### config.mk
export PLATFORM = sky130hd
export DESIGN_NAME = i2c_master_byte_engine_top_flat
export DESIGN_NICKNAME = d
export VERILOG_FILES = /design/src/sv/i2cm_pkg.sv /design/src/sv/i2cm_intf.sv /design/src/sv/i2cm_cfg_regs.sv /design/src/sv/i2cm_seq.sv /design/src/sv/i2c_master_byte_engine_top.sv /design/src/flat_wrapper.sv
export SDC_FILE = /design/constraint.sdc
export NUM_CORES = 1
export LEC_CHECK = 0
export BUFFER_PORTS_ARGS = -buffer_cell sky130_fd_sc_hd__buf_2
export CORE_MARGIN = 2
export CORE_UTILIZATION = 24
export DETAILED_ROUTE_END_ITERATION = 6
export GPL_TIMING_DRIVEN = 0
export PLACE_DENSITY_LB_ADDON = 0.3
export SLEW_MARGIN = 5
export SYNTH_ARGS = -nofsm -noshare
export SYNTH_HDL_FRONTEND = slang
export SYNTH_SLANG_ARGS = --single-unit
### constraint.sdc
create_clock -name clk_i -period 2.76 [get_ports clk_i]
set_input_delay 0.69 -clock clk_i [delete_from_list [all_inputs] [get_ports clk_i]]
set_output_delay 0.69 -clock clk_i [all_outputs]
set_load 0.005 [all_outputs]
### src/sv/i2cm_pkg.sv
// ----------------------------------------------------------------------------
// i2cm_pkg
// shared types and constants of the i2c master byte engine
// ----------------------------------------------------------------------------
package i2cm_pkg;

  localparam int unsigned CfgIdxW  = 2;
  localparam int unsigned CfgDataW = 8;

  // configuration register indexes
  localparam logic [CfgIdxW-1:0] CfgHalfPeriod   = 2'd0;
  localparam logic [CfgIdxW-1:0] CfgStretchLimit = 2'd1;

  // configuration reset values
  localparam logic [7:0] HalfPeriodRst   = 8'd5;
  localparam logic [7:0] StretchLimitRst = 8'd25;

  // command codes
  localparam logic [2:0] ModeNone  = 3'd0;
  localparam logic [2:0] ModeStart = 3'd1;
  localparam logic [2:0] ModeStop  = 3'd2;
  localparam logic [2:0] ModeWrite = 3'd3;
  localparam logic [2:0] ModeRead  = 3'd4;

  typedef struct packed {
    logic [2:0] mode;
    logic [7:0] data_byte;
    logic       scl_in;
    logic       sda_in;
  } cmd_t;

  typedef struct packed {
    logic       scl_drive_low;
    logic       sda_drive_low;
    logic       busy_res;
    logic       done_res;
    logic       ack_received;
    logic [7:0] read_data;
    logic       stretch_timeout;
  } res_t;

  typedef struct packed {
    logic [7:0] half_period_ticks;
    logic [7:0] stretch_limit;
  } cfg_t;

endpackage

### src/sv/i2cm_intf.sv
// ----------------------------------------------------------------------------
// i2cm channel interfaces
// valid/ready channels for commands, results and configuration writes
// ----------------------------------------------------------------------------
interface i2cm_cmd_if;
  logic       valid;
  logic       ready;
  logic [2:0] mode;
  logic [7:0] data_byte;
  logic       scl_in;
  logic       sda_in;

  modport source (output valid, output mode, output data_byte, output scl_in,
                  output sda_in, input ready);
  modport sink (input valid, input mode, input data_byte, input scl_in,
                input sda_in, output ready);
endinterface

interface i2cm_res_if;
  logic       valid;
  logic       ready;
  logic       scl_drive_low;
  logic       sda_drive_low;
  logic       busy_res;
  logic       done_res;
  logic       ack_received;
  logic [7:0] read_data;
  logic       stretch_timeout;

  modport source (output valid, output scl_drive_low, output sda_drive_low,
                  output busy_res, output done_res, output ack_received,
                  output read_data, output stretch_timeout, input ready);
  modport sink (input valid, input scl_drive_low, input sda_drive_low,
                input busy_res, input done_res, input ack_received,
                input read_data, input stretch_timeout, output ready);
endinterface

interface i2cm_cfg_if;
  logic       valid;
  logic       ready;
  logic [1:0] index;
  logic [7:0] data;

  modport source (output valid, output index, output data, input ready);
  modport sink (input valid, input index, input data, output ready);
endinterface

### src/sv/i2cm_cfg_regs.sv
// ----------------------------------------------------------------------------
// i2cm_cfg_regs
// configuration registers written through the config channel
// ----------------------------------------------------------------------------
module i2cm_cfg_regs (
  input  logic                         clk_i,
  input  logic                         rst_ni,
  input  logic                         wr_en_i,
  input  logic [i2cm_pkg::CfgIdxW-1:0]  wr_idx_i,
  input  logic [i2cm_pkg::CfgDataW-1:0] wr_data_i,
  output i2cm_pkg::cfg_t               cfg_o
);
  import i2cm_pkg::*;

  cfg_t cfg_q, cfg_d;

  always_comb begin
    cfg_d = cfg_q;
    if (wr_en_i) begin
      case (wr_idx_i)
        CfgHalfPeriod:   cfg_d.half_period_ticks = wr_data_i;
        CfgStretchLimit: cfg_d.stretch_limit     = wr_data_i;
        default: ;
      endcase
    end
  end

  always_ff @(posedge clk_i or negedge rst_ni) begin
    if (!rst_ni) begin
      cfg_q.half_period_ticks <= HalfPeriodRst;
      cfg_q.stretch_limit     <= StretchLimitRst;
    end else begin
      cfg_q <= cfg_d;
    end
  end

  assign cfg_o = cfg_q;

endmodule

### src/sv/i2cm_seq.sv
// ----------------------------------------------------------------------------
// i2cm_seq
// phase sequencer: one tick of bus timing per step
// ----------------------------------------------------------------------------
module i2cm_seq (
  input  logic           clk_i,
  input  logic           rst_ni,
  input  logic           step_i,
  input  i2cm_pkg::cmd_t cmd_i,
  input  i2cm_pkg::cfg_t cfg_i,
  output i2cm_pkg::res_t res_o
);
  import i2cm_pkg::*;

  typedef enum logic [3:0] {
    PhIdle   = 4'd0,
    PhStaA   = 4'd1,
    PhStaB   = 4'd2,
    PhStoA   = 4'd3,
    PhStoB   = 4'd4,
    PhStoC   = 4'd5,
    PhWrDat  = 4'd6,
    PhWrHi   = 4'd7,
    PhWrLo   = 4'd8,
    PhAckRel = 4'd9,
    PhAckHi  = 4'd10,
    PhAckLo  = 4'd11,
    PhRdHi   = 4'd12,
    PhRdLo   = 4'd13,
    PhNakHi  = 4'd14,
    PhNakLo  = 4'd15
  } phase_e;

  typedef struct packed {
    phase_e     phase;
    logic [3:0] bit_idx;
    logic [7:0] shift;
    logic [7:0] delay;
    logic [7:0] stretch;
    logic       scl_drv;
    logic       sda_drv;
    logic       timeout;
    logic       ack_hold;
    logic [7:0] read_hold;
  } seq_state_t;

  seq_state_t st_q, st_d;
  logic       done;
  logic       counting;
  logic       wait_ph;

  // enter a phase: clear the counters and set the line drives
  function automatic seq_state_t enter_phase(seq_state_t s, phase_e p);
    seq_state_t r;
    r = s;
    r.phase   = p;
    r.delay   = '0;
    r.stretch = '0;
    case (p)
      PhStaA:   r.sda_drv = 1'b1;
      PhStaB:   r.scl_drv = 1'b1;
      PhStoA:   r.sda_drv = 1'b1;
      PhStoB:   r.scl_drv = 1'b0;
      PhStoC:   r.sda_drv = 1'b0;
      PhWrDat:  r.sda_drv = ~s.shift[7];
      PhWrHi:   r.scl_drv = 1'b0;
      PhWrLo:   r.scl_drv = 1'b1;
      PhAckRel: r.sda_drv = 1'b0;
      PhAckHi:  r.scl_drv = 1'b0;
      PhAckLo:  r.scl_drv = 1'b1;
      PhRdHi: begin
        r.sda_drv = 1'b0;
        r.scl_drv = 1'b0;
      end
      PhRdLo:   r.scl_drv = 1'b1;
      PhNakHi: begin
        r.sda_drv = 1'b0;
        r.scl_drv = 1'b0;
      end
      PhNakLo:  r.scl_drv = 1'b1;
      default: ;
    endcase
    return r;
  endfunction

  assign wait_ph = (st_q.phase == PhStoB) || (st_q.phase == PhAckHi) ||
                   (st_q.phase == PhRdHi) || (st_q.phase == PhNakHi);

  always_comb begin
    st_d     = st_q;
    done     = 1'b0;
    counting = 1'b0;
    if (st_q.phase == PhIdle) begin
      case (cmd_i.mode)
        ModeStart: begin
          st_d.timeout = 1'b0;
          st_d.bit_idx = '0;
          st_d = enter_phase(st_d, PhStaA);
        end
        ModeStop: begin
          st_d.timeout = 1'b0;
          st_d.bit_idx = '0;
          st_d = enter_phase(st_d, PhStoA);
        end
        ModeWrite: begin
          st_d.timeout = 1'b0;
          st_d.bit_idx = '0;
          st_d.shift   = cmd_i.data_byte;
          st_d = enter_phase(st_d, PhWrDat);
        end
        ModeRead: begin
          st_d.timeout = 1'b0;
          st_d.bit_idx = '0;
          st_d.shift   = '0;
          st_d = enter_phase(st_d, PhRdHi);
        end
        default: ;
      endcase
    end else begin
      counting = 1'b1;
      // clock stretch: hold off the delay until scl reads high or the stretch limit is reached
      if (wait_ph && (st_q.delay == '0) && !cmd_i.scl_in) begin
        if (st_q.stretch >= cfg_i.stretch_limit) begin
          st_d.timeout = 1'b1;
        end else begin
          st_d.stretch = st_q.stretch + 8'd1;
          counting     = 1'b0;
        end
      end
      if (counting) begin
        if ((st_q.phase == PhRdHi) && (st_q.delay == '0)) begin
          st_d.shift = {st_q.shift[6:0], cmd_i.sda_in};
        end
        st_d.delay = st_q.delay + 8'd1;
        if (st_d.delay >= cfg_i.half_period_ticks) begin
          case (st_q.phase)
            PhStaA:   st_d = enter_phase(st_d, PhStaB);
            PhStoA:   st_d = enter_phase(st_d, PhStoB);
            PhStoB:   st_d = enter_phase(st_d, PhStoC);
            PhWrDat:  st_d = enter_phase(st_d, PhWrHi);
            PhWrHi:   st_d = enter_phase(st_d, PhWrLo);
            PhWrLo: begin
              st_d.shift   = {st_q.shift[6:0], 1'b0};
              st_d.bit_idx = st_q.bit_idx + 4'd1;
              st_d = enter_phase(st_d, st_d.bit_idx[3] ? PhAckRel : PhWrDat);
            end
            PhAckRel: st_d = enter_phase(st_d, PhAckHi);
            PhAckHi: begin
              st_d.ack_hold = ~cmd_i.sda_in;
              st_d = enter_phase(st_d, PhAckLo);
            end
            PhRdHi:   st_d = enter_phase(st_d, PhRdLo);
            PhRdLo: begin
              st_d.bit_idx = st_q.bit_idx + 4'd1;
              st_d = enter_phase(st_d, st_d.bit_idx[3] ? PhNakHi : PhRdHi);
            end
            PhNakHi:  st_d = enter_phase(st_d, PhNakLo);
            default: begin
              // last phase of a command
              if (st_q.phase == PhNakLo) begin
                st_d.read_hold = st_d.shift;
              end
              st_d.phase   = PhIdle;
              st_d.delay   = '0;
              st_d.stretch = '0;
              done         = 1'b1;
            end
          endcase
        end
      end
    end
  end

  always_ff @(posedge clk_i or negedge rst_ni) begin
    if (!rst_ni) begin
      st_q <= '{phase: PhIdle, default: '0};
    end else if (step_i) begin
      st_q <= st_d;
    end
  end

  assign res_o.scl_drive_low   = st_d.scl_drv;
  assign res_o.sda_drive_low   = st_d.sda_drv;
  assign res_o.busy_res        = (st_d.phase != PhIdle);
  assign res_o.done_res        = done;
  assign res_o.ack_received    = st_d.ack_hold;
  assign res_o.read_data       = st_d.read_hold;
  assign res_o.stretch_timeout = st_d.timeout;

endmodule

### src/sv/i2c_master_byte_engine_top.sv
// ----------------------------------------------------------------------------
// i2c_master_byte_engine_top
// open-drain i2c master driven one timing tick per command transaction
// ----------------------------------------------------------------------------
//  channel  dir   handshake      payload
//  cmd_i    in    valid/ready    mode, data_byte, scl_in, sda_in
//  res_o    out   valid/ready    scl/sda drives, busy, done, ack, read_data, timeout
//  cfg_i    in    valid/ready    index, data (0 half period, 1 stretch limit)
//
//  every command transaction is one tick and yields exactly one result
//  transaction; the sequencer state advances once per tick, so a tick is
//  taken every cycle while res_o is not stalled; a result passes through
//  the input register and then the sequencer step into the result register.
//  reset puts the sequencer in idle with both lines released and loads
//  the configuration defaults (5 ticks per half bit, 25 ticks stretch limit).
//  a stalled result holds the tick in the input register; ticks resume with
//  no bubble as soon as res_o.ready returns.
// ----------------------------------------------------------------------------
module i2c_master_byte_engine_top (
  input  logic     clk_i,
  input  logic     rst_ni,
  i2cm_cmd_if.sink   cmd_i,
  i2cm_res_if.source res_o,
  i2cm_cfg_if.sink   cfg_i
);
  import i2cm_pkg::*;

  // input register
  logic in_valid_q;
  cmd_t cmd_q;
  // result register
  logic out_valid_q;
  res_t res_q;

  cfg_t cfg;
  res_t seq_res;
  logic advance;
  logic cmd_acc;

  // the tick moves into the sequencer when the result slot is free or draining
  assign advance = in_valid_q && (!out_valid_q || res_o.ready);
  assign cmd_i.ready = !in_valid_q || advance;
  assign cmd_acc = cmd_i.valid && cmd_i.ready;

  // configuration writes are always taken
  assign cfg_i.ready = 1'b1;

  i2cm_cfg_regs u_cfg (
    .clk_i     (clk_i),
    .rst_ni    (rst_ni),
    .wr_en_i   (cfg_i.valid),
    .wr_idx_i  (cfg_i.index),
    .wr_data_i (cfg_i.data),
    .cfg_o     (cfg)
  );

  i2cm_seq u_seq (
    .clk_i  (clk_i),
    .rst_ni (rst_ni),
    .step_i (advance),
    .cmd_i  (cmd_q),
    .cfg_i  (cfg),
    .res_o  (seq_res)
  );

  // input register holds the tick until the sequencer takes it
  always_ff @(posedge clk_i or negedge rst_ni) begin
    if (!rst_ni) begin
      in_valid_q <= 1'b0;
    end else if (cmd_i.ready) begin
      in_valid_q <= cmd_i.valid;
    end
  end

  always_ff @(posedge clk_i) begin
    if (cmd_acc) begin
      cmd_q.mode      <= cmd_i.mode;
      cmd_q.data_byte <= cmd_i.data_byte;
      cmd_q.scl_in    <= cmd_i.scl_in;
      cmd_q.sda_in    <= cmd_i.sda_in;
    end
  end

  // result register
  always_ff @(posedge clk_i or negedge rst_ni) begin
    if (!rst_ni) begin
      out_valid_q <= 1'b0;
    end else if (advance) begin
      out_valid_q <= 1'b1;
    end else if (res_o.ready) begin
      out_valid_q <= 1'b0;
    end
  end

  always_ff @(posedge clk_i) begin
    if (advance) begin
      res_q <= seq_res;
    end
  end

  assign res_o.valid           = out_valid_q;
  assign res_o.scl_drive_low   = res_q.scl_drive_low;
  assign res_o.sda_drive_low   = res_q.sda_drive_low;
  assign res_o.busy_res        = res_q.busy_res;
  assign res_o.done_res        = res_q.done_res;
  assign res_o.ack_received    = res_q.ack_received;
  assign res_o.read_data       = res_q.read_data;
  assign res_o.stretch_timeout = res_q.stretch_timeout;

  // a tick handed to the sequencer shows up as a result next cycle
  a_advance_result: assert property (@(posedge clk_i) disable iff (!rst_ni)
    advance |=> res_o.valid)
    else $error("tick stepped but no result presented");

  // an empty input register never blocks a command
  a_empty_ready: assert property (@(posedge clk_i) disable iff (!rst_ni)
    !in_valid_q |-> cmd_i.ready)
    else $error("input register empty but command not ready");

  // a taken result with nothing behind it leaves the output empty
  a_drain: assert property (@(posedge clk_i) disable iff (!rst_ni)
    (res_o.valid && res_o.ready && !advance) |=> !res_o.valid)
    else $error("result repeated after transaction");

  // a finished command reports idle in the same result
  a_done_idle: assert property (@(posedge clk_i) disable iff (!rst_ni)
    advance && seq_res.done_res |=> !res_o.busy_res)
    else $error("done flagged while still busy");

endmodule

### src/flat_wrapper.sv
// flat-port wrapper written by rule: the top's interface ports become plain ports
module i2c_master_byte_engine_top_flat import i2cm_pkg::*;
  (clk_i, rst_ni, cmd_i_valid, cmd_i_mode, cmd_i_data_byte, cmd_i_scl_in, cmd_i_sda_in, cmd_i_ready, res_o_valid, res_o_scl_drive_low, res_o_sda_drive_low, res_o_busy_res, res_o_done_res, res_o_ack_received, res_o_read_data, res_o_stretch_timeout, res_o_ready, cfg_i_valid, cfg_i_index, cfg_i_data, cfg_i_ready);
  i2cm_cmd_if cmd_i_i ();
  i2cm_res_if res_o_i ();
  i2cm_cfg_if cfg_i_i ();
  input  logic clk_i;
  input  logic rst_ni;
  input wire logic [$bits(cmd_i_i.valid)-1:0] cmd_i_valid;
  input wire logic [$bits(cmd_i_i.mode)-1:0] cmd_i_mode;
  input wire logic [$bits(cmd_i_i.data_byte)-1:0] cmd_i_data_byte;
  input wire logic [$bits(cmd_i_i.scl_in)-1:0] cmd_i_scl_in;
  input wire logic [$bits(cmd_i_i.sda_in)-1:0] cmd_i_sda_in;
  output wire logic [$bits(cmd_i_i.ready)-1:0] cmd_i_ready;
  output wire logic [$bits(res_o_i.valid)-1:0] res_o_valid;
  output wire logic [$bits(res_o_i.scl_drive_low)-1:0] res_o_scl_drive_low;
  output wire logic [$bits(res_o_i.sda_drive_low)-1:0] res_o_sda_drive_low;
  output wire logic [$bits(res_o_i.busy_res)-1:0] res_o_busy_res;
  output wire logic [$bits(res_o_i.done_res)-1:0] res_o_done_res;
  output wire logic [$bits(res_o_i.ack_received)-1:0] res_o_ack_received;
  output wire logic [$bits(res_o_i.read_data)-1:0] res_o_read_data;
  output wire logic [$bits(res_o_i.stretch_timeout)-1:0] res_o_stretch_timeout;
  input wire logic [$bits(res_o_i.ready)-1:0] res_o_ready;
  input wire logic [$bits(cfg_i_i.valid)-1:0] cfg_i_valid;
  input wire logic [$bits(cfg_i_i.index)-1:0] cfg_i_index;
  input wire logic [$bits(cfg_i_i.data)-1:0] cfg_i_data;
  output wire logic [$bits(cfg_i_i.ready)-1:0] cfg_i_ready;
  assign cmd_i_i.valid = cmd_i_valid;
  assign cmd_i_i.mode = cmd_i_mode;
  assign cmd_i_i.data_byte = cmd_i_data_byte;
  assign cmd_i_i.scl_in = cmd_i_scl_in;
  assign cmd_i_i.sda_in = cmd_i_sda_in;
  assign cmd_i_ready = cmd_i_i.ready;
  assign res_o_valid = res_o_i.valid;
  assign res_o_scl_drive_low = res_o_i.scl_drive_low;
  assign res_o_sda_drive_low = res_o_i.sda_drive_low;
  assign res_o_busy_res = res_o_i.busy_res;
  assign res_o_done_res = res_o_i.done_res;
  assign res_o_ack_received = res_o_i.ack_received;
  assign res_o_read_data = res_o_i.read_data;
  assign res_o_stretch_timeout = res_o_i.stretch_timeout;
  assign res_o_i.ready = res_o_ready;
  assign cfg_i_i.valid = cfg_i_valid;
  assign cfg_i_i.index = cfg_i_index;
  assign cfg_i_i.data = cfg_i_data;
  assign cfg_i_ready = cfg_i_i.ready;
  i2c_master_byte_engine_top u_core (.clk_i(clk_i), .rst_ni(rst_ni), .cmd_i(cmd_i_i), .res_o(res_o_i), .cfg_i(cfg_i_i));
endmodule
==> impl_results.md, run 1 <==
- I/O pin cnt: 45
- Placed instance area: 5250 sq um
- Layout cells sized above 1: about 35%
- Top cells by count, synth: dfrtp_1, nand2_1, o21ai_0
- Detailed Place HPWL: roughly 8100 um
- Static Leak: ~2.5 nW
- Vias per cell: roughly 4.6
- TritonCTS sink count: 89
- Largest net degree at the start of global routing: between 60 and 70
- Sequential area share after synthesis: between 50% and 60%
- Min-delay worst type: in2async
- Clock Skew: roughly 0.011 ns
- Total power draw: 5.25 mW
- #FFs+latches synth: a little under 90
- Total grt overflow: 0
- Number of fillers in the final layout: roughly 2,000
- First-pass GRT wire length: about 20,000 um
- Total Routing Usage GR: about an eighth
- Synthesized area per cell: roughly 11 sq um
- Port Buffers: 43
- Mapped Nets: 484
- Max transition margin: about 44%
- Min cycle time layout: a little under 3 ns
- # DRC: 0
- CP Data Required Time: between 2 and 3 ns
- Status: complete, but fails checks
- Worst-skew pair later-pin latency: 0.36 ns
- Crit-path max FO: 6
- Initial antenna violation count: 0
- Longest Clk Path Bufs: 2
- Setup WS post-layout: -0.159 ns
- Die H: 144 um
- Fin nets: between 500 and 600
- DR vias: between 3,000 and 4,000
- Slew Viols, Final: 0
- Slew @ Worst Pin: about 0.84 ns
- Final setup vio count: 20
- Max Fclk: 343 MHz
- CTS Hold Bufs: 0
- Fin area: approximately 6000 sq um
- Most common cell in the netlist: dfrtp_1
- Share of the synthesized area in the top cell type: a little under a third
- Synth Instances: between 400 and 500
- Initial DRC count: around 200
- Clock root buffer: clkbuf_16
- Clk pin slew, worst setup/hold paths: 0.06 ns
- Final WL: roughly 12,000 um
- Worst-case vdd ir drop: 0.396 mV
- Row cnt: 51
- Starting Density: 24.3%
- Failing checks: setup timing
- Setup CP Type: reg2reg
- CTS tree: done
- Final ANT Viol Nets: 0
- Fraction of registers with async set/reset: 69.7%
- WL/cell: roughly 15 um
- Antenna Cells: 0
- Area growth syn-to-layout: 30.5%
- Die span in x: around 140 um
- RD Place Congestion: approximately 0.86
- Endpoint class of the critical path: register
- Die area: a little over 20,000 sq um
- Post-synth EDFFs: 27
- Fin crit share: 106%
- Placed cells: between 700 and 800
- Post-Syn Area: roughly 4700 sq um
- Core Area: between 15,000 and 20,000 sq um
- Number of max-cap violations: 0
- Final Non-Filler Cells: slightly below 800
- Synthesis warning total: 0
- Primary FF master, synth: dfrtp_1
- Final hold slack: 0.442 ns
- Crit path DAT: 3.00 ns
- Final Hold Vio Count: 0
- Synth cell types: 69
- CTS buffer count: 9
- Largest cells by area after synthesis: dfrtp_1, edfxtp_1, ha_1, mux2_2, nand2_1
- Power Density: between 800 and 900 nW/um^2
- RSZ-0062 raised after global routing: yes
- Startpoint types: register
- DRT Pass-1 Iters: 4
- Vias in the first global route: ~3,700
- Post-placement setup slack: -0.581 ns
- Yosys top cell by area: dfrtp_1
- H-tree lvl count: 3
## placed cells by master, fill, tap and decap left out, types with 5 or more instances in the layout
| cell | Yosys | final |
|---|---|---|
| clkbuf_1 | 7 | 7 |
| mux2_2 | 20 | 19 |
| a21oi_2 | 1 | 5 |
| nor2_1 | 31 | 25 |
| xor2_1 | 8 | 6 |
| o21ai_1 | 0 | 8 |
| inv_1 | 23 | 22 |
| a22o_1 | 12 | 12 |
| edfxtp_1 | 27 | 27 |
| nand2_1 | 56 | 54 |
| buf_4 | 2 | 15 |
| xnor2_1 | 6 | 5 |
| a21oi_1 | 14 | 8 |
| o21ai_0 | 32 | 20 |
| buf_6 | 2 | 12 |
| nand2b_1 | 9 | 8 |
| buf_2 | 3 | 44 |
| mux2i_1 | 5 | 5 |
| ha_1 | 20 | 15 |
| dfrtp_1 | 57 | 55 |
| nand3_1 | 8 | 6 |
| clkbuf_16 | 0 | 9 |
| ha_4 | 0 | 5 |
| dfstp_2 | 5 | 5 |
## worst max-delay path: stages (launching register included)
cell and delay (ns):
dfrtp_2 0.46, buf_6 0.13, inv_2 0.06, ha_4 0.21, ha_4 0.23, a2111o_1 0.44, a31oi_4 0.28, buf_4 0.17
buf_6 0.10, buf_6 0.09, o21ai_2 0.06, a21oi_2 0.12, a22o_1 0.18, nand4_1 0.11
## repair_timing
action | in CTS | in global routing
resized for setup | 41 | 49
gates cloned | 0 | 1
endpoints found under the setup margin | 49 | 54
pin swaps | 19 | 17
buffers inserted | 16 | 6
## per-layer routing
layer / wire (um) / vias up / part of all wire (%) / GRT usage [%]
met5: 0 / - / 0 / 0
met4: 243 / 0 / 2.0 / 4.23
met3: 415 / 21 / 3.5 / 3.07
met2: 5630 / 69 / 47 / 19.6
met1: 5600 / 1786 / 47 / 15.9
li1: - / 1734 / - / -
## registers in the layout (all words and copies together), names as in the netlist, 8 cells and up
register,flops
u_core.cmd_q,13
u_core.res_o.read_data,8
u_core.u_cfg.cfg_o,16
u_core.u_seq.st_q,44
## final cells by class
class | instances | area (sq um) | share of cell area [%]
Sequential cell | 89 | 2370 | 38.7
Clock buffer | 9 | 225 | 3.68
Clock inverter | 7 | 83.8 | 1.37
Timing Repair Buffer | 65 | 420 | 6.86
Inverter | 24 | 90.1 | 1.47
Buffer | 16 | 97.6 | 1.59
Multi-Input combinational cell | 307 | 2510 | 40.9
Tap cell | 265 | 332 | 5.41
## worst paths after layout
check | start | end | slack, ns | cells after the start
setup / recovery | u_core.u_seq.st_q[20]$_DFFE_PN0P_ | u_core.res_o.busy_res$_DFFE_PP_ | -0.16 | 13
hold / removal | rst_ni | u_core.u_cfg.cfg_o[1]$_DFFE_PN0P_ | 0.44 | 1
setup reg to reg | u_core.u_seq.st_q[20]$_DFFE_PN0P_ | u_core.res_o.busy_res$_DFFE_PP_ | -0.16 | 13
hold reg to reg | u_core.u_seq.st_q[9]$_DFFE_PN0P_ | u_core.u_seq.st_q[9]$_DFFE_PN0P_ | 0.49 | 2
max in group asynchronous | rst_ni | u_core.u_seq.st_q[20]$_DFFE_PN0P_ | 1.73 | 1
min in group clk_i | u_core.u_seq.st_q[9]$_DFFE_PN0P_ | u_core.u_seq.st_q[9]$_DFFE_PN0P_ | 0.49 | 2
## report_power, final
part           leakage [nW]  switching, mW  internal, mW
clock network         0.154          0.567         0.721
logic                  1.32           1.20         0.880
registers              1.06          0.254          1.63
## stage by stage
step                      TNS (ns)  util, %
after CTS                   -0.288     30.5
after floorplan                  0        -
after detailed placement    -14.12     27.2
after global routing         -6.24     31.7
after global placement      -10.29     27.1
final                       -0.721     31.7
## logic make-up (layout without fill, tap and decap cells)
family,after synthesis,in the layout,synth area share (%)
AOI/OAI and AO/OA,107,107,16.5
other,1,1,0.0799
adders and majority gates,20,20,5.33
buffers and inverters,40,121,3.76
and+or+nand+nor,140,140,15.4
muxes,25,25,5.86
xor gates and xnor gates,14,14,2.61
DFF,89,89,50.4
Power figures use the tool's default switching activity.
==> inputs of run 2 (changes only) <==
--- a/config.mk
+++ b/config.mk
@@ -7,10 +7,11 @@
 export LEC_CHECK = 0
 export BUFFER_PORTS_ARGS = -buffer_cell sky130_fd_sc_hd__buf_2
 export CORE_MARGIN = 2
-export CORE_UTILIZATION = 24
+export CORE_UTILIZATION = 52
 export DETAILED_ROUTE_END_ITERATION = 6
 export GPL_TIMING_DRIVEN = 0
 export PLACE_DENSITY_LB_ADDON = 0.3
+export SKIP_LAST_GASP = 1
 export SLEW_MARGIN = 5
 export SYNTH_ARGS = -nofsm -noshare
 export SYNTH_HDL_FRONTEND = slang
==> run 2 against run 1 <==
Effect of this change: the run still ends with setup timing left; die area fell by 53%; maximum frequency down 0.15%; clock-buffer cell count rose by 2; total power down 7.3%; global-route usage grew 9.2 points; clock skew up 0.0021 ns; clock power decreased by 35%; wire length fell by 8.6%; sequential share of layout area up 1.3 points.
==> impl_results.md, run 2 (synthesis results as in run 1) <==
- Max Fclk: 342 MHz
- Fin area: ~6000 sq um
- CTS tree: done
- Die span in x: 99.0 um
- Crit-path max FO: 8
- Die area: between 9000 and 10,000 sq um
- Final ANT Viol Nets: 0
- DR vias: roughly 3,600
- RSZ-0062 raised after global routing: yes
- Final Hold Vio Count: 0
- Post-placement setup slack: -0.495 ns
- Port Buffers: 43
- # DRC: 0
- Clk pin slew, worst setup/hold paths: about 0.090 ns
- Slew Viols, Final: 0
- Core Area: about 8700 sq um
- Slew @ Worst Pin: a little over 0.8 ns
- Clock root buffer: clkbuf_8
- Initial antenna violation count: 0
- Fin nets: between 500 and 600
- Fin crit share: 106%
- Startpoint types: register
- Antenna Cells: 0
- Max transition margin: about 46%
- Min cycle time layout: 2.92 ns
- Failing checks: setup timing
- Starting Density: between 50% and 60%
- Reg with most FFs: u_core.u_seq.st_q
- Static Leak: roughly 2.5 nW
- CP Data Required Time: around 3 ns
- Max reg flops: between 40 and 50
- Number of fillers in the final layout: 628
- Layout cells sized above 1: 37.1%
- Worst-skew pair later-pin latency: between 0.3 and 0.4 ns
- Detailed Place HPWL: between 6000 and 7000 um
- Reg area: ~2400 sq um
- Vias per cell: about 5.9
- Commonest cells after routing, fill and taps aside: nand2_1, dfrtp_1, buf_2
- Commonest non-fill, non-tap cell in the layout: nand2_1
- Power Density: about 820 nW/um^2
- Final WL: roughly 11,000 um
- Initial DRC count: approximately 240
- Setup WS post-layout: -0.164 ns
- Crit path DAT: ~3.2 ns
- Worst-case vdd ir drop: roughly 0.44 mV
- Longest Clk Path Bufs: 2
- Placed instance area: 5050 sq um
- Row cnt: 34
- First-pass GRT wire length: ~17,000 um
- WL/cell: between 15 and 20 um
- RD Place Congestion: between 0.9 and 1
- Endpoint class of the critical path: register
- Setup CP Type: reg2reg
- Final setup vio count: 24
- Total power draw: around 4.9 mW
- Min-delay worst type: in2async
- Status: complete, but fails checks
- TritonCTS sink count: 89
- Total Routing Usage GR: 21.3%
- Multi-input logic area: around 2600 sq um
- Vias in the first global route: approximately 3,600
- H-tree lvl count: 3
- Final design utilization: between 60% and 70%
- Largest net degree at the start of global routing: 63
- Die H: 99.0 um
- I/O pin cnt: 45
- DRT Pass-1 Iters: 7
- Total grt overflow: 0
- Number of max-cap violations: 0
- Clock Skew: ~0.013 ns
- Area growth syn-to-layout: 26.3%
- CTS buffer count: 9
[run 2: changes by cell type in the layout (fill, tap and decap cells not counted), moves of 3 or more]
cell / previous run / this run
mux2_4: 1 / 4
a31oi_4: 2 / 8
clkbuf_16: 9 / 0
a31oi_1: 3 / 0
nor2_4: 4 / 11
dfrtp_1: 55 / 52
nor2_1: 25 / 18
mux2_2: 19 / 16
dfrtp_2: 2 / 5
a22oi_2: 4 / 0
a22oi_1: 4 / 8
a31oi_2: 3 / 0
clkbuf_8: 0 / 10
[run 2: worst paths after layout]
| kind | startpoint | end | slack [ns] | cells after the start |
|---|---|---|---|---|
| max | u_core.u_seq.st_q[20]$_DFFE_PN0P_ | u_core.u_seq.st_q[8]$_DFFE_PN0P_ | -0.16 | 14 |
| min | rst_ni | u_core.u_seq.st_q[19]$_DFFE_PN0P_ | 0.42 | 1 |
| max reg2reg | u_core.u_seq.st_q[20]$_DFFE_PN0P_ | u_core.u_seq.st_q[8]$_DFFE_PN0P_ | -0.16 | 14 |
| min reg2reg | u_core.u_seq.st_q[9]$_DFFE_PN0P_ | u_core.u_seq.st_q[9]$_DFFE_PN0P_ | 0.49 | 2 |
| max in group asynchronous | rst_ni | u_core.u_seq.st_q[21]$_DFFE_PN0P_ | 1.79 | 1 |
| min in group clk_i | u_core.u_seq.st_q[9]$_DFFE_PN0P_ | u_core.u_seq.st_q[9]$_DFFE_PN0P_ | 0.49 | 2 |
[run 2: layout make-up]
| class | count | share of cell area (%) |
|---|---|---|
| plain buffers | 16 | 1.62 |
| clock buffers | 11 | 2.38 |
| clock inverters | 5 | 0.654 |
| inverters | 24 | 1.56 |
| multi-input cells | 307 | 44.5 |
| flip-flops and latches | 89 | 40.0 |
| well taps | 108 | 2.28 |
| repair buffers | 63 | 6.92 |
[run 2: repair_timing]
action,in CTS,in global routing
setup endpoints to repair,47,55
endpoints found under the hold margin,0,0
pin swaps,17,17
setup buffers,14,4
gates cloned,0,1
hold buffers,0,0
gates resized for setup,32,82
[run 2: worst max-delay path: stages (launching register included)]
cell     delay (ns)
dfrtp_2        0.46
and3_4         0.21
nand3_4        0.12
nor2_4         0.05
xor2_2         0.16
ha_4           0.31
nand2_4        0.06
nor2_4         0.10
a31oi_4        0.15
or2_1          0.26
buf_6          0.16
buf_12         0.13
o31ai_4        0.23
o41ai_2        0.13
mux2_4         0.28
[run 2: stage by stage]
stage,hold slack (ns),cells,TNS (ns)
after CTS,0.437,617,-0.211
final,0.415,623,-1.57
after floorplan,0.394,436,0
after global routing,0.481,623,-5.56
after detailed placement,0.469,587,-11.19
after global placement,0.466,587,-7.40
[run 2: routing by layer]
layer  routed length [um]  track usage (%)  part of all wire [%]  vias to the layer above
met2                 5490             34.6                    51                      135
met5                    0                0                     0                        -
met1                 4580             28.0                    42                     1770
li1                     -                -                     -                     1723
met3                  538             3.48                   5.0                       21
met4                  252             10.4                   2.3                        0
[run 2: where the power goes]
group,leakage [nW],internal (mW),switching (mW)
sequential,1.06,1.64,0.250
clock,0.0903,0.359,0.481
combinational,1.34,0.927,1.22
total,2.49,2.92,1.95
==> inputs of run 3 (changes only) <==
--- a/config.mk
+++ b/config.mk
@@ -7,7 +7,7 @@
 export LEC_CHECK = 0
 export BUFFER_PORTS_ARGS = -buffer_cell sky130_fd_sc_hd__buf_2
 export CORE_MARGIN = 2
-export CORE_UTILIZATION = 52
+export CORE_UTILIZATION = 54
 export DETAILED_ROUTE_END_ITERATION = 6
 export GPL_TIMING_DRIVEN = 0
 export PLACE_DENSITY_LB_ADDON = 0.3
==> run 3 against run 2 <==
Effect of this change: die area down 3.6%; critical path type unchanged; first-iteration DRC count decreased by 19%; core utilization up 0.24 points; register-to-register slack improved by 0.02 ns; combinational power decreased by 5%; the flow still finishes with violations (setup timing); sequential cell count is the same.
==> impl_results.md, run 3 (synthesis results as in run 1) <==
- Status: complete, but fails checks
- Failing checks: setup timing
- Vias in the first global route: roughly 3,600
- Worst-skew pair later-pin latency: around 0.37 ns
- Area growth syn-to-layout: 24.9%
- Min cycle time layout: 2.90 ns
- TritonCTS sink count: between 80 and 90
- Crit path top cell by count: nor2_4
- Slew Viols, Final: 0
- Number of fillers in the final layout: approximately 630
- Vias per cell: a little under 6
- Detailed Place HPWL: between 6000 and 7000 um
- Slew @ Worst Pin: around 1.4 ns
- Startpoint types: register
- DR vias: approximately 3,600
- Register-to-Register Path Depth: 14
- Fin crit share: 105%
- RSZ-0062 raised after global routing: yes
- Final Non-Filler Cells: 623
- WP buf/inv: 2
- Max transition margin: under 10%
- Final Hold Vio Count: 0
- Commonest cells after routing, fill and taps aside: nand2_1, dfrtp_1, buf_2
- Antenna Cells: 0
- Slowest stage delay, CP: approximately 0.46 ns
- Starting Density: 54.6%
- First-pass GRT wire length: between 15,000 and 20,000 um
- Placed cells: around 590
- Crit-path cells: ha_4 > nand3_4 > nor2_4 > xor2_2 > ha_1 > nand2_4 > nor2_4 > a31oi_4 > buf_12 > or2_4 > buf_6 > o31ai_4 > o41ai_4 > mux2_4
- Total Routing Usage GR: a little under a quarter
- Worst-case vdd ir drop: between 0.4 and 0.5 mV
- Reg-to-Reg Start: u_core.u_seq.st_q[21]$_DFFE_PN0P_
- H-tree lvl count: 3
- # DRC: 0
- Final WL: between 10,000 and 15,000 um
- Worst R2R End: u_core.u_seq.st_q[8]$_DFFE_PN0P_
- Row cnt: 34
- I/O pin cnt: 45
- Min-delay worst type: in2async
- Crit path DAT: around 3.2 ns
- Setup CP Type: reg2reg
- Setup slack, reg-to-reg: -0.14 ns
- CTS tree: done
- CP max-delay cell: dfrtp_2
- Initial antenna violation count: 0
- Clock root buffer: clkbuf_8
- Static Leak: around 2.5 nW
- Die H: just under 100 um
- Number of max-cap violations: 0
- Layout cells sized above 1: between 30% and 40%
- Initial DRC count: 198
- DRT Pass-1 Iters: 5
- Max Fclk: roughly 340 MHz
- Clock Skew: around 0.012 ns
- CTS buffer count: 9
- Die area: 9460 sq um
- Largest net degree at the start of global routing: 63
- WL/cell: between 15 and 20 um
- Clk pin slew, worst setup/hold paths: 0.10 ns
- Core Area: about 8600 sq um
- Fin nets: about 560
- Total power draw: about 4.8 mW
- Longest Clk Path Bufs: 2
- Final ANT Viol Nets: 0
- Port Buffers: between 40 and 50
- RD Place Congestion: between 0.9 and 1
- Total grt overflow: 0
- Reg with most FFs: u_core.u_seq.st_q
- Crit-path leading delay family: simple AND/OR/NAND/NOR gates
- Endpoint class of the critical path: register
- Crit-path max FO: 5
- CTS Hold Bufs: 0
- Max reg flops: 44
- Final hold slack: 0.404 ns
- Die span in x: 97.3 um
- Setup WS post-layout: -0.139 ns
- CP Data Required Time: 3.01 ns
- Power Density: around 810 nW/um^2
- Final setup vio count: 12
-- run 3: cell types whose count changed in the layout (fill, tap and decap cells not counted), sizes merged --
cell      previous run  this run
clkinv               3         1
clkinvlp             1         3
clkbuf              18        17
inv                 25        26
-- run 3: area by class of cell --
type	count	area, sq um	share of cell area [%]
buffer	16	96.3	1.64
clock buffer	10	128	2.18
clock inverter	6	48.8	0.832
inverter	24	92.6	1.58
multi-input combinational	307	2590	44.2
sequential	89	2370	40.4
tap	108	135	2.30
timing repair buffer	63	399	6.80
-- run 3: per-stage QoR --
| stage | util, % | cell area, sq um | TNS, ns | setup slack [ns] |
|---|---|---|---|---|
| after floorplan | - | 4700 | 0 | 0.0392 |
| after global placement | 58.8 | 5050 | -7.64 | -0.436 |
| after detailed placement | 58.8 | 5050 | -10.99 | -0.485 |
| after CTS | 64.4 | 5530 | -0.445 | -0.0969 |
| after global routing | 68.3 | 5870 | -3.92 | -0.263 |
| final | 68.3 | 5870 | -0.596 | -0.139 |
-- run 3: report_power, final --
group | switching (mW) | internal [mW] | total [mW] | leakage, nW
clock | 0.490 | 0.337 | 0.827 | 0.0799
sequential | 0.241 | 1.63 | 1.88 | 1.06
combinational | 1.18 | 0.867 | 2.05 | 1.37
-- run 3: routing by layer --
metal	global-route usage, %	vias up	share of wire [%]
li1	-	1728	-
met1	30.3	1755	43
met2	37.7	116	50
met3	4.17	15	5.2
met4	6.94	0	1.5
met5	0	-	0
-- run 3: repair_timing --
item	CTS	global route
pin swaps	19	19
gates cloned	1	1
endpoints found under the setup margin	47	54
setup buffers	15	4
gates resized for setup	37	67
-- run 3: how the worst max path moves through the flow --
stage                                      start                                    to  cells past startpoint
2_1_floorplan  u_core.u_seq.st_q[20]$_DFFE_PN0P_  u_core.res_o.sda_drive_low$_DFFE_PP_                     13
3_3_place_gp   u_core.u_seq.st_q[20]$_DFFE_PN0P_       u_core.res_o.busy_res$_DFFE_PP_                     13
3_5_place_dp   u_core.u_seq.st_q[20]$_DFFE_PN0P_       u_core.res_o.busy_res$_DFFE_PP_                     12
4_1_cts        u_core.u_seq.st_q[21]$_DFFE_PN0P_       u_core.res_o.busy_res$_DFFE_PP_                     14
5_1_grt        u_core.u_seq.st_q[20]$_DFFE_PN0P_       u_core.res_o.busy_res$_DFFE_PP_                     15
6_report       u_core.u_seq.st_q[21]$_DFFE_PN0P_      u_core.u_seq.st_q[8]$_DFFE_PN0P_                     14
